$ cat config.mk
export PLATFORM = sky130hd
export DESIGN_NAME = sensor_frame_resync_parser
export DESIGN_NICKNAME = d
export VERILOG_FILES = /design/src/sv/sfr_pkg.sv /design/src/sv/sfr_front.sv /design/src/sv/sfr_back.sv /design/src/sv/sensor_frame_resync_parser.sv
export SDC_FILE = /design/constraint.sdc
export NUM_CORES = 1
export LEC_CHECK = 0
export ABC_AREA = 1
export BUFFER_PORTS_ARGS = -buffer_cell sky130_fd_sc_hd__buf_4
export CAP_MARGIN = 20
export CORE_ASPECT_RATIO = 1.1
export CORE_UTILIZATION = 50
export DETAILED_ROUTE_END_ITERATION = 12
export PLACE_DENSITY = 0.66
export SLEW_MARGIN = 5
export SYNTH_ARGS = -nofsm -noshare
export SYNTH_HDL_FRONTEND = slang
export SYNTH_SLANG_ARGS = --single-unit
$ cat constraint.sdc
create_clock -name clk -period 7.1 [get_ports clk]
set_input_delay 1.065 -clock clk [delete_from_list [all_inputs] [get_ports clk]]
set_output_delay 1.065 -clock clk [all_outputs]
set_load 0.01 [all_outputs]
$ cat src/sv/sfr_pkg.sv
// Shared types, constants and helpers for the sensor frame resync parser.
// No dependencies.
package sfr_pkg;

  localparam int BUFFER_BYTES   = 64;
  localparam int FRAME_OVERHEAD = 5;
  localparam int ADDR_W         = 6;
  localparam int FILL_W         = 7;
  localparam int TOTAL_W        = 9;
  localparam int QUEUE_DEPTH    = 4;
  localparam int QPTR_W         = 2;
  localparam int QCNT_W         = 3;

  localparam logic [7:0] TYPE_STATUS = 8'h11;
  localparam logic [7:0] TYPE_RADAR  = 8'h62;

  localparam logic [1:0] KIND_STATUS  = 2'd0;
  localparam logic [1:0] KIND_RADAR   = 2'd1;
  localparam logic [1:0] KIND_UNKNOWN = 2'd2;

  localparam logic REG_START_MARKER = 1'b0;
  localparam logic REG_END_MARKER   = 1'b1;

  // queued byte offered by the front part
  typedef struct packed {
    logic       valid;
    logic [7:0] data;
  } q_head_t;

  // back part status seen at the top level
  typedef struct packed {
    logic [FILL_W-1:0] fill;
    logic              busy;
  } back_status_t;

  function automatic logic [1:0] kind_of(input logic [7:0] mtype);
    logic [1:0] k;
    if (mtype == TYPE_STATUS) begin
      k = KIND_STATUS;
    end else if (mtype == TYPE_RADAR) begin
      k = KIND_RADAR;
    end else begin
      k = KIND_UNKNOWN;
    end
    return k;
  endfunction

endpackage

$ cat src/sv/sfr_front.sv
// Front part: accepts received bytes into a short queue toward the back part.
// Depends on sfr_pkg.
module sfr_front (
  input  logic             clk,
  input  logic             rst,
  input  logic             in_valid,
  output logic             in_stall,
  input  logic [7:0]       in_byte,
  output sfr_pkg::q_head_t q_head,
  input  logic             q_pop
);

  logic [7:0]                  qmem [sfr_pkg::QUEUE_DEPTH];
  logic [sfr_pkg::QPTR_W-1:0]  wptr;
  logic [sfr_pkg::QPTR_W-1:0]  rptr;
  logic [sfr_pkg::QCNT_W-1:0]  count;
  logic                        push;
  logic                        pop;

  assign in_stall    = (count == sfr_pkg::QCNT_W'(sfr_pkg::QUEUE_DEPTH));
  assign push        = in_valid && !in_stall;
  assign pop         = q_pop && (count != '0);
  assign q_head.valid = (count != '0);
  assign q_head.data  = qmem[rptr];

  always_ff @(posedge clk) begin
    if (push) begin
      qmem[wptr] <= in_byte;
    end
  end

  always_ff @(posedge clk) begin
    if (rst) begin
      wptr  <= '0;
      rptr  <= '0;
      count <= '0;
    end else begin
      if (push) begin
        wptr <= wptr + 1'b1;
      end
      if (pop) begin
        rptr <= rptr + 1'b1;
      end
      case ({push, pop})
        2'b10:   count <= count + 1'b1;
        2'b01:   count <= count - 1'b1;
        default: count <= count;
      endcase
    end
  end

endmodule

$ cat src/sv/sfr_back.sv
// Back part: circular byte buffer, start scan, checksum walk and frame emit.
// Depends on sfr_pkg.
module sfr_back (
  input  logic                 clk,
  input  logic                 rst,
  input  logic [7:0]           start_marker,
  input  logic [7:0]           end_marker,
  input  sfr_pkg::q_head_t     q_head,
  output logic                 q_pop,
  output logic                 out_valid,
  input  logic                 out_stall,
  output logic [7:0]           out_byte,
  output logic                 first_of_frame,
  output logic                 last_of_frame,
  output logic [7:0]           message_type,
  output logic [1:0]           frame_kind,
  output sfr_pkg::back_status_t status
);

  typedef enum logic [9:0] {
    S_IDLE     = 10'b0000000001,
    S_PUSH     = 10'b0000000010,
    S_SKIP_RD  = 10'b0000000100,
    S_SKIP_CHK = 10'b0000001000,
    S_LEN_RD   = 10'b0000010000,
    S_LEN_CHK  = 10'b0000100000,
    S_SUM      = 10'b0001000000,
    S_CHK      = 10'b0010000000,
    S_EM_RD    = 10'b0100000000,
    S_EM_WR    = 10'b1000000000
  } state_t;

  state_t                         state;
  logic [7:0]                     store [sfr_pkg::BUFFER_BYTES];
  logic [7:0]                     rdata;
  logic [sfr_pkg::ADDR_W-1:0]     raddr;
  logic [sfr_pkg::ADDR_W-1:0]     head;
  logic [sfr_pkg::FILL_W-1:0]     fill;
  logic [7:0]                     pbyte;
  logic [sfr_pkg::TOTAL_W-1:0]    total;
  logic [sfr_pkg::TOTAL_W-1:0]    total_next;
  logic [sfr_pkg::FILL_W-1:0]     idx;
  logic [sfr_pkg::FILL_W-1:0]     pidx;
  logic                           pend;
  logic [7:0]                     sum;
  logic                           ck_ok;
  logic                           end_ok;
  logic [7:0]                     mtype;
  logic                           out_free;

  assign out_free   = !out_valid || !out_stall;
  assign q_pop      = (state == S_IDLE) && q_head.valid;
  assign total_next = sfr_pkg::TOTAL_W'(sfr_pkg::FRAME_OVERHEAD) + {1'b0, rdata};
  assign status.fill = fill;
  assign status.busy = (state != S_IDLE);

  always_comb begin
    case (state)
      S_LEN_RD: raddr = head + sfr_pkg::ADDR_W'(2);
      S_SUM:    raddr = head + idx[sfr_pkg::ADDR_W-1:0];
      S_EM_RD:  raddr = head + idx[sfr_pkg::ADDR_W-1:0];
      S_EM_WR:  raddr = head + idx[sfr_pkg::ADDR_W-1:0];
      default:  raddr = head;
    endcase
  end

  // buffer write on push; registered read every cycle
  always_ff @(posedge clk) begin
    if (state == S_PUSH) begin
      store[head + fill[sfr_pkg::ADDR_W-1:0]] <= pbyte;
    end
    rdata <= store[raddr];
  end

  always_ff @(posedge clk) begin
    if (q_pop) begin
      pbyte <= q_head.data;
    end
  end

  always_ff @(posedge clk) begin
    if (rst) begin
      state     <= S_IDLE;
      head      <= '0;
      fill      <= '0;
      out_valid <= 1'b0;
      pend      <= 1'b0;
    end else begin
      // output register empties on a transfer unless emit refills it
      if (out_valid && !out_stall && (state != S_EM_WR)) begin
        out_valid <= 1'b0;
      end
      case (state)
        S_IDLE: begin
          if (q_head.valid) begin
            state <= S_PUSH;
          end
        end
        S_PUSH: begin
          // full buffer: oldest byte is overwritten
          if (fill == sfr_pkg::FILL_W'(sfr_pkg::BUFFER_BYTES)) begin
            head <= head + 1'b1;
          end else begin
            fill <= fill + 1'b1;
          end
          state <= S_SKIP_RD;
        end
        S_SKIP_RD: begin
          state <= (fill == '0) ? S_IDLE : S_SKIP_CHK;
        end
        S_SKIP_CHK: begin
          if (rdata != start_marker) begin
            head  <= head + 1'b1;
            fill  <= fill - 1'b1;
            state <= S_SKIP_RD;
          end else if (fill < sfr_pkg::FILL_W'(sfr_pkg::FRAME_OVERHEAD)) begin
            state <= S_IDLE;
          end else begin
            state <= S_LEN_RD;
          end
        end
        S_LEN_RD: begin
          state <= S_LEN_CHK;
        end
        S_LEN_CHK: begin
          total <= total_next;
          if (total_next > sfr_pkg::TOTAL_W'(sfr_pkg::BUFFER_BYTES)) begin
            head  <= head + 1'b1;
            fill  <= fill - 1'b1;
            state <= S_SKIP_RD;
          end else if ({2'b00, fill} < total_next) begin
            state <= S_IDLE;
          end else begin
            idx   <= '0;
            pend  <= 1'b0;
            sum   <= '0;
            state <= S_SUM;
          end
        end
        S_SUM: begin
          if (pend) begin
            if ({2'b00, pidx} + 9'd2 < total) begin
              sum <= sum + rdata;
            end
            if ({2'b00, pidx} + 9'd2 == total) begin
              ck_ok <= (rdata == sum);
            end
            if ({2'b00, pidx} + 9'd1 == total) begin
              end_ok <= (rdata == end_marker);
            end
            if (pidx == sfr_pkg::FILL_W'(1)) begin
              mtype <= rdata;
            end
          end
          if ({2'b00, idx} == total) begin
            pend  <= 1'b0;
            state <= S_CHK;
          end else begin
            pend <= 1'b1;
            pidx <= idx;
            idx  <= idx + 1'b1;
          end
        end
        S_CHK: begin
          if (ck_ok && end_ok) begin
            idx   <= '0;
            state <= S_EM_RD;
          end else begin
            head  <= head + 1'b1;
            fill  <= fill - 1'b1;
            state <= S_SKIP_RD;
          end
        end
        S_EM_RD: begin
          state <= S_EM_WR;
        end
        S_EM_WR: begin
          if (out_free) begin
            out_valid      <= 1'b1;
            out_byte       <= rdata;
            first_of_frame <= (idx == '0);
            last_of_frame  <= ({2'b00, idx} + 9'd1 == total);
            message_type   <= mtype;
            frame_kind     <= sfr_pkg::kind_of(mtype);
            if ({2'b00, idx} + 9'd1 == total) begin
              head  <= head + total[sfr_pkg::ADDR_W-1:0];
              fill  <= fill - total[sfr_pkg::FILL_W-1:0];
              state <= S_SKIP_RD;
            end else begin
              idx   <= idx + 1'b1;
              state <= S_EM_RD;
            end
          end
        end
        default: state <= S_IDLE;
      endcase
    end
  end

endmodule

$ cat src/sv/sensor_frame_resync_parser.sv
// Sensor frame resync parser, top level: config registers, front queue, back part.
// A byte taken from the queue in IDLE is written in PUSH; a start-scan step is SKIP_RD
// then SKIP_CHK, the length read LEN_RD then LEN_CHK, the checksum walk SUM, and emit
// EM_RD then EM_WR per frame byte. Bytes pop only when idle; a 4-entry queue absorbs bursts.
// Reset (rst, synchronous): buffer empty, markers 0, no output pending; store is not cleared.
// Depends on sfr_pkg, sfr_front, sfr_back.
module sensor_frame_resync_parser (
  input  logic       clk,
  input  logic       rst,
  input  logic       cfg_we,
  input  logic       cfg_index,
  input  logic [7:0] cfg_data,
  input  logic       in_valid,
  output logic       in_stall,
  input  logic [7:0] in_byte,
  output logic       out_valid,
  input  logic       out_stall,
  output logic [7:0] out_byte,
  output logic       first_of_frame,
  output logic       last_of_frame,
  output logic [7:0] message_type,
  output logic [1:0] frame_kind
);

  logic [7:0]            start_marker;
  logic [7:0]            end_marker;
  sfr_pkg::q_head_t      q_head;
  logic                  q_pop;
  sfr_pkg::back_status_t status;

  // config registers; to be written only while the parser is quiet (user's duty, not enforced)
  always_ff @(posedge clk) begin
    if (rst) begin
      start_marker <= '0;
      end_marker   <= '0;
    end else if (cfg_we) begin
      case (cfg_index)
        sfr_pkg::REG_START_MARKER: start_marker <= cfg_data;
        sfr_pkg::REG_END_MARKER:   end_marker   <= cfg_data;
        default:                   start_marker <= start_marker;
      endcase
    end
  end

  // front: input transfer into the byte queue
  sfr_front u_front (
    .clk      (clk),
    .rst      (rst),
    .in_valid (in_valid),
    .in_stall (in_stall),
    .in_byte  (in_byte),
    .q_head   (q_head),
    .q_pop    (q_pop)
  );

  // back: buffer, resync scan, checksum check, emit through output register
  sfr_back u_back (
    .clk            (clk),
    .rst            (rst),
    .start_marker   (start_marker),
    .end_marker     (end_marker),
    .q_head         (q_head),
    .q_pop          (q_pop),
    .out_valid      (out_valid),
    .out_stall      (out_stall),
    .out_byte       (out_byte),
    .first_of_frame (first_of_frame),
    .last_of_frame  (last_of_frame),
    .message_type   (message_type),
    .frame_kind     (frame_kind),
    .status         (status)
  );

  // buffer never holds more than its depth
  assert property (@(posedge clk) disable iff (rst)
    status.fill <= sfr_pkg::FILL_W'(sfr_pkg::BUFFER_BYTES))
    else $error("buffer fill over depth");

  // after the last byte of a frame transfers, the next shown byte opens a frame
  assert property (@(posedge clk) disable iff (rst)
    (out_valid && !out_stall && last_of_frame) |=> (!out_valid || first_of_frame))
    else $error("frame continues past last byte");

  // an idle back part has no queued byte left waiting
  assert property (@(posedge clk) disable iff (rst)
    (!status.busy && q_head.valid) |-> q_pop)
    else $error("idle back part ignores queued byte");

endmodule

==> impl_metrics.tcl <==
set metrics [dict create \
    hp-class "register to register" \
    cap_violations 0 \
    synth_edf_count 613 \
    cts_setup_buffers 0 \
    min_from "u_back.mtype[2]$_DFFE_PP_" \
    netlist_area_sq_um 31010 \
    skew_ns 0.02034 \
    drive_gt1_frac 0.07353 \
    area_growth_pct 10.05 \
    synth.net_count 3019 \
    period_share 0.5900 \
    first_pass_iters 6 \
    ant_nets 0 \
    ys_top_cells_by_area "edfxtp_1 (59%), nand3_1 (8.8%), nand2_1 (6.2%)" \
    start_kind "register" \
    antenna_found_initial 0 \
    crit_required_ns 7.61 \
    cp_max_fo 144 \
    hold_viol 0 \
    finalSetupTns_ns 0 \
    crit_top_cell "nand3_1" \
    floorplan.initialDensity 0.5066 \
    wl_per_cell_um 20.76 \
    cts_inserted_buffers 71 \
    reg2reg_depth 14 \
    cts_tree "built" \
    syn_inst 2937 \
    cp_top_family "simple AND/OR/NAND/NOR gates" \
    fin_util 0.5575 \
    cts_sinks 669 \
    crit_slowest_cell "nand2_4" \
    detail_route.iter0.violations 2348 \
    grt_pass1_vias 21075 \
    timing.hold.ws_ns 0.4502 \
    cts.clk_slew.worst_paths_ns 0.06 \
    num_antenna_cells 0 \
    gp_congestion 0.8931 \
    worst_slew_margin_rel 0.3306 \
    seq_area_sq_um 19530 \
    rsz0062_at_grt "false" \
    seq_area_frac_synth 0.6298 \
    mostFrequentLayoutCells "edfxtp_1 (613), nand3_1 (546), nand2_1 (512)" \
    status "finished, final reports clean" \
    num_rows 95 \
    htreeDepth 3 \
    arrival_ns 4.70 \
    track_usage 0.2546 \
    async_flop_share 0 \
    route.vias.total 21642 \
    ctsRootBufferMaster "clkbuf_16" \
    placed_area_sq_um 31860 \
    ir_drop_mv 0.2489 \
    leakage_nw 13.00 \
    fmax_ghz 0.2387 \
    multi_input_area_sq_um 9557 \
    fill_cells 5146 \
    port-buffer-count 43 \
    crit_start "u_back.state[6]$_SDFFE_PP0P_" \
    avgSynthCellArea_sq_um 10.56 \
    io-pin-count 44 \
    synth_top_area_frac 0.5936 \
    clock_latency_ns 0.61 \
    drt_wl_total_um 79220 \
    end_kind "register" \
    yosysUniqueCellTypes 48 \
    final_area_sq_um 34130 \
    setup_violations 0 \
    drcViolationCount 0 \
    holdPathStages 0 \
    die_x_um 239.4 \
    final_common_cell "edfxtp_1" \
    critical_path_class "register to register" \
    synth_flop_cell "edfxtp_1" \
    grt_pass1_wl_um 122400 \
    powerDensity_nw_per_um2 309.6 \
    via_per_inst 5.671 \
    clockBufferDepth 3 \
    ys_warn_count 0 \
    postCtsResizedCells 0 \
    synth_top_cell_by_area "edfxtp_1" \
    min_period_ns 4.189 \
    hold_buffers 0 \
    dp.final_hpwl_um 47470 \
    crit_buf_inv 1 \
    r2r-end "u_back.rdata[1]$_DFF_P_" \
    grt_max_degree 145 \
    reg2reg_from "u_back.state[6]$_SDFFE_PP0P_" \
    synth.ff_latch_count 669 \
    cpPeakStageDelay_ns 0.86 \
    fin_nets 3017 \
    path_cells "nor2_4 > nand2_2 > nor2_4 > nand2_2 > nand4_4 > nand2_4 > buf_12 > nand2_1 > nand3_1 > nand3_1 > nand3_1 > nand3_1 > nand3_1 > nand2_1" \
    min_to "u_back.message_type[2]$_DFFE_PP_" \
    r2r_setup_slack_ns 2.91 \
    die-area_sq_um 63020 \
    core_sq_um 61220 \
    tightestPinTransition_ns 1.000 \
    slew_violations 0 \
    grt-ovfl-total 0 \
    die_h_um 263.2 \
]
[cells in the mapped netlist (8+ instances only)]
| master | n |
|---|---|
| edfxtp_1 | 613 |
| nand3_1 | 547 |
| nand2_1 | 513 |
| inv_1 | 315 |
| nor2_1 | 210 |
| nand3b_1 | 169 |
| buf_2 | 71 |
| o21ai_0 | 57 |
| dfxtp_1 | 56 |
| ha_1 | 54 |
| a21oi_1 | 51 |
| clkbuf_1 | 44 |
| xor2_1 | 44 |
| nor3_1 | 27 |
| buf_4 | 25 |
| xnor2_1 | 19 |
| or2_2 | 16 |
| nand4_1 | 13 |
| o22ai_1 | 11 |
| o211ai_1 | 9 |
| nand2_2 | 8 |
[registers in the layout (all words and copies together) (netlist names), 9 cells and up]
register / cells
u_back.total: 9
u_front.qmem: 32
u_back.state: 10
u_back.store: 512
[how the worst max path moves through the flow]
stage,end,slack [ns],cells past startpoint
3_3_place_gp,u_back.rdata[5]$_DFF_P_,2.96,14
5_1_grt,u_back.rdata[1]$_DFF_P_,2.58,14
4_1_cts,u_back.rdata[5]$_DFF_P_,2.92,14
6_report,u_back.rdata[1]$_DFF_P_,2.91,14
3_5_place_dp,u_back.rdata[5]$_DFF_P_,2.93,14
2_1_floorplan,u_back.idx[0]$_SDFFCE_PN0P_,3.91,13
[layer usage]
metal	GRT usage	vias up	routed length, um
met5	0	-	0
met1	0.3422	10476	33200
met4	0.1031	0	2755
met3	0.03576	178	5596
met2	0.4162	889	37670
li1	-	10099	-
[through the flow]
stage / instances / setup WS, ns / power (mW)
after global placement: 3685 / 2.964 / 6.987
after global routing: 3816 / 2.579 / 10.94
after detailed placement: 3685 / 2.928 / 7.026
final: 3816 / 2.911 / 10.57
after floorplan: 2937 / 3.911 / 6.222
after CTS: 3815 / 2.924 / 10.60
[cells by family (layout without fill, tap and decap cells)]
kind of cell,Yosys count,after routing,share of synthesized area
DFF,669,669,0.6298
xor gates and xnor gates,63,63,0.01779
AOI/OAI and AO/OA,147,147,0.02667
buffers and inverters,465,520,0.06339
adders and majority gates,60,60,0.02566
and+or+nand+nor,1533,1533,0.2367
[where the power goes]
group          leakage [nW]  switching [mW]  internal (mW)
combinational          5.96            1.46          0.432
sequential             5.96           0.170           4.90
clock                  1.08            1.53           2.07
[cell type report]
type | count | share of cell area
Clock buffer | 86 | 0.05496
Sequential cell | 669 | 0.5722
Tap cell | 824 | 0.03021
Inverter | 320 | 0.03520
Timing Repair Buffer | 70 | 0.01672
Clock inverter | 44 | 0.01067
Multi-Input combinational cell | 1803 | 0.2800
No activity file was read; power rests on OpenSTA's default activity.
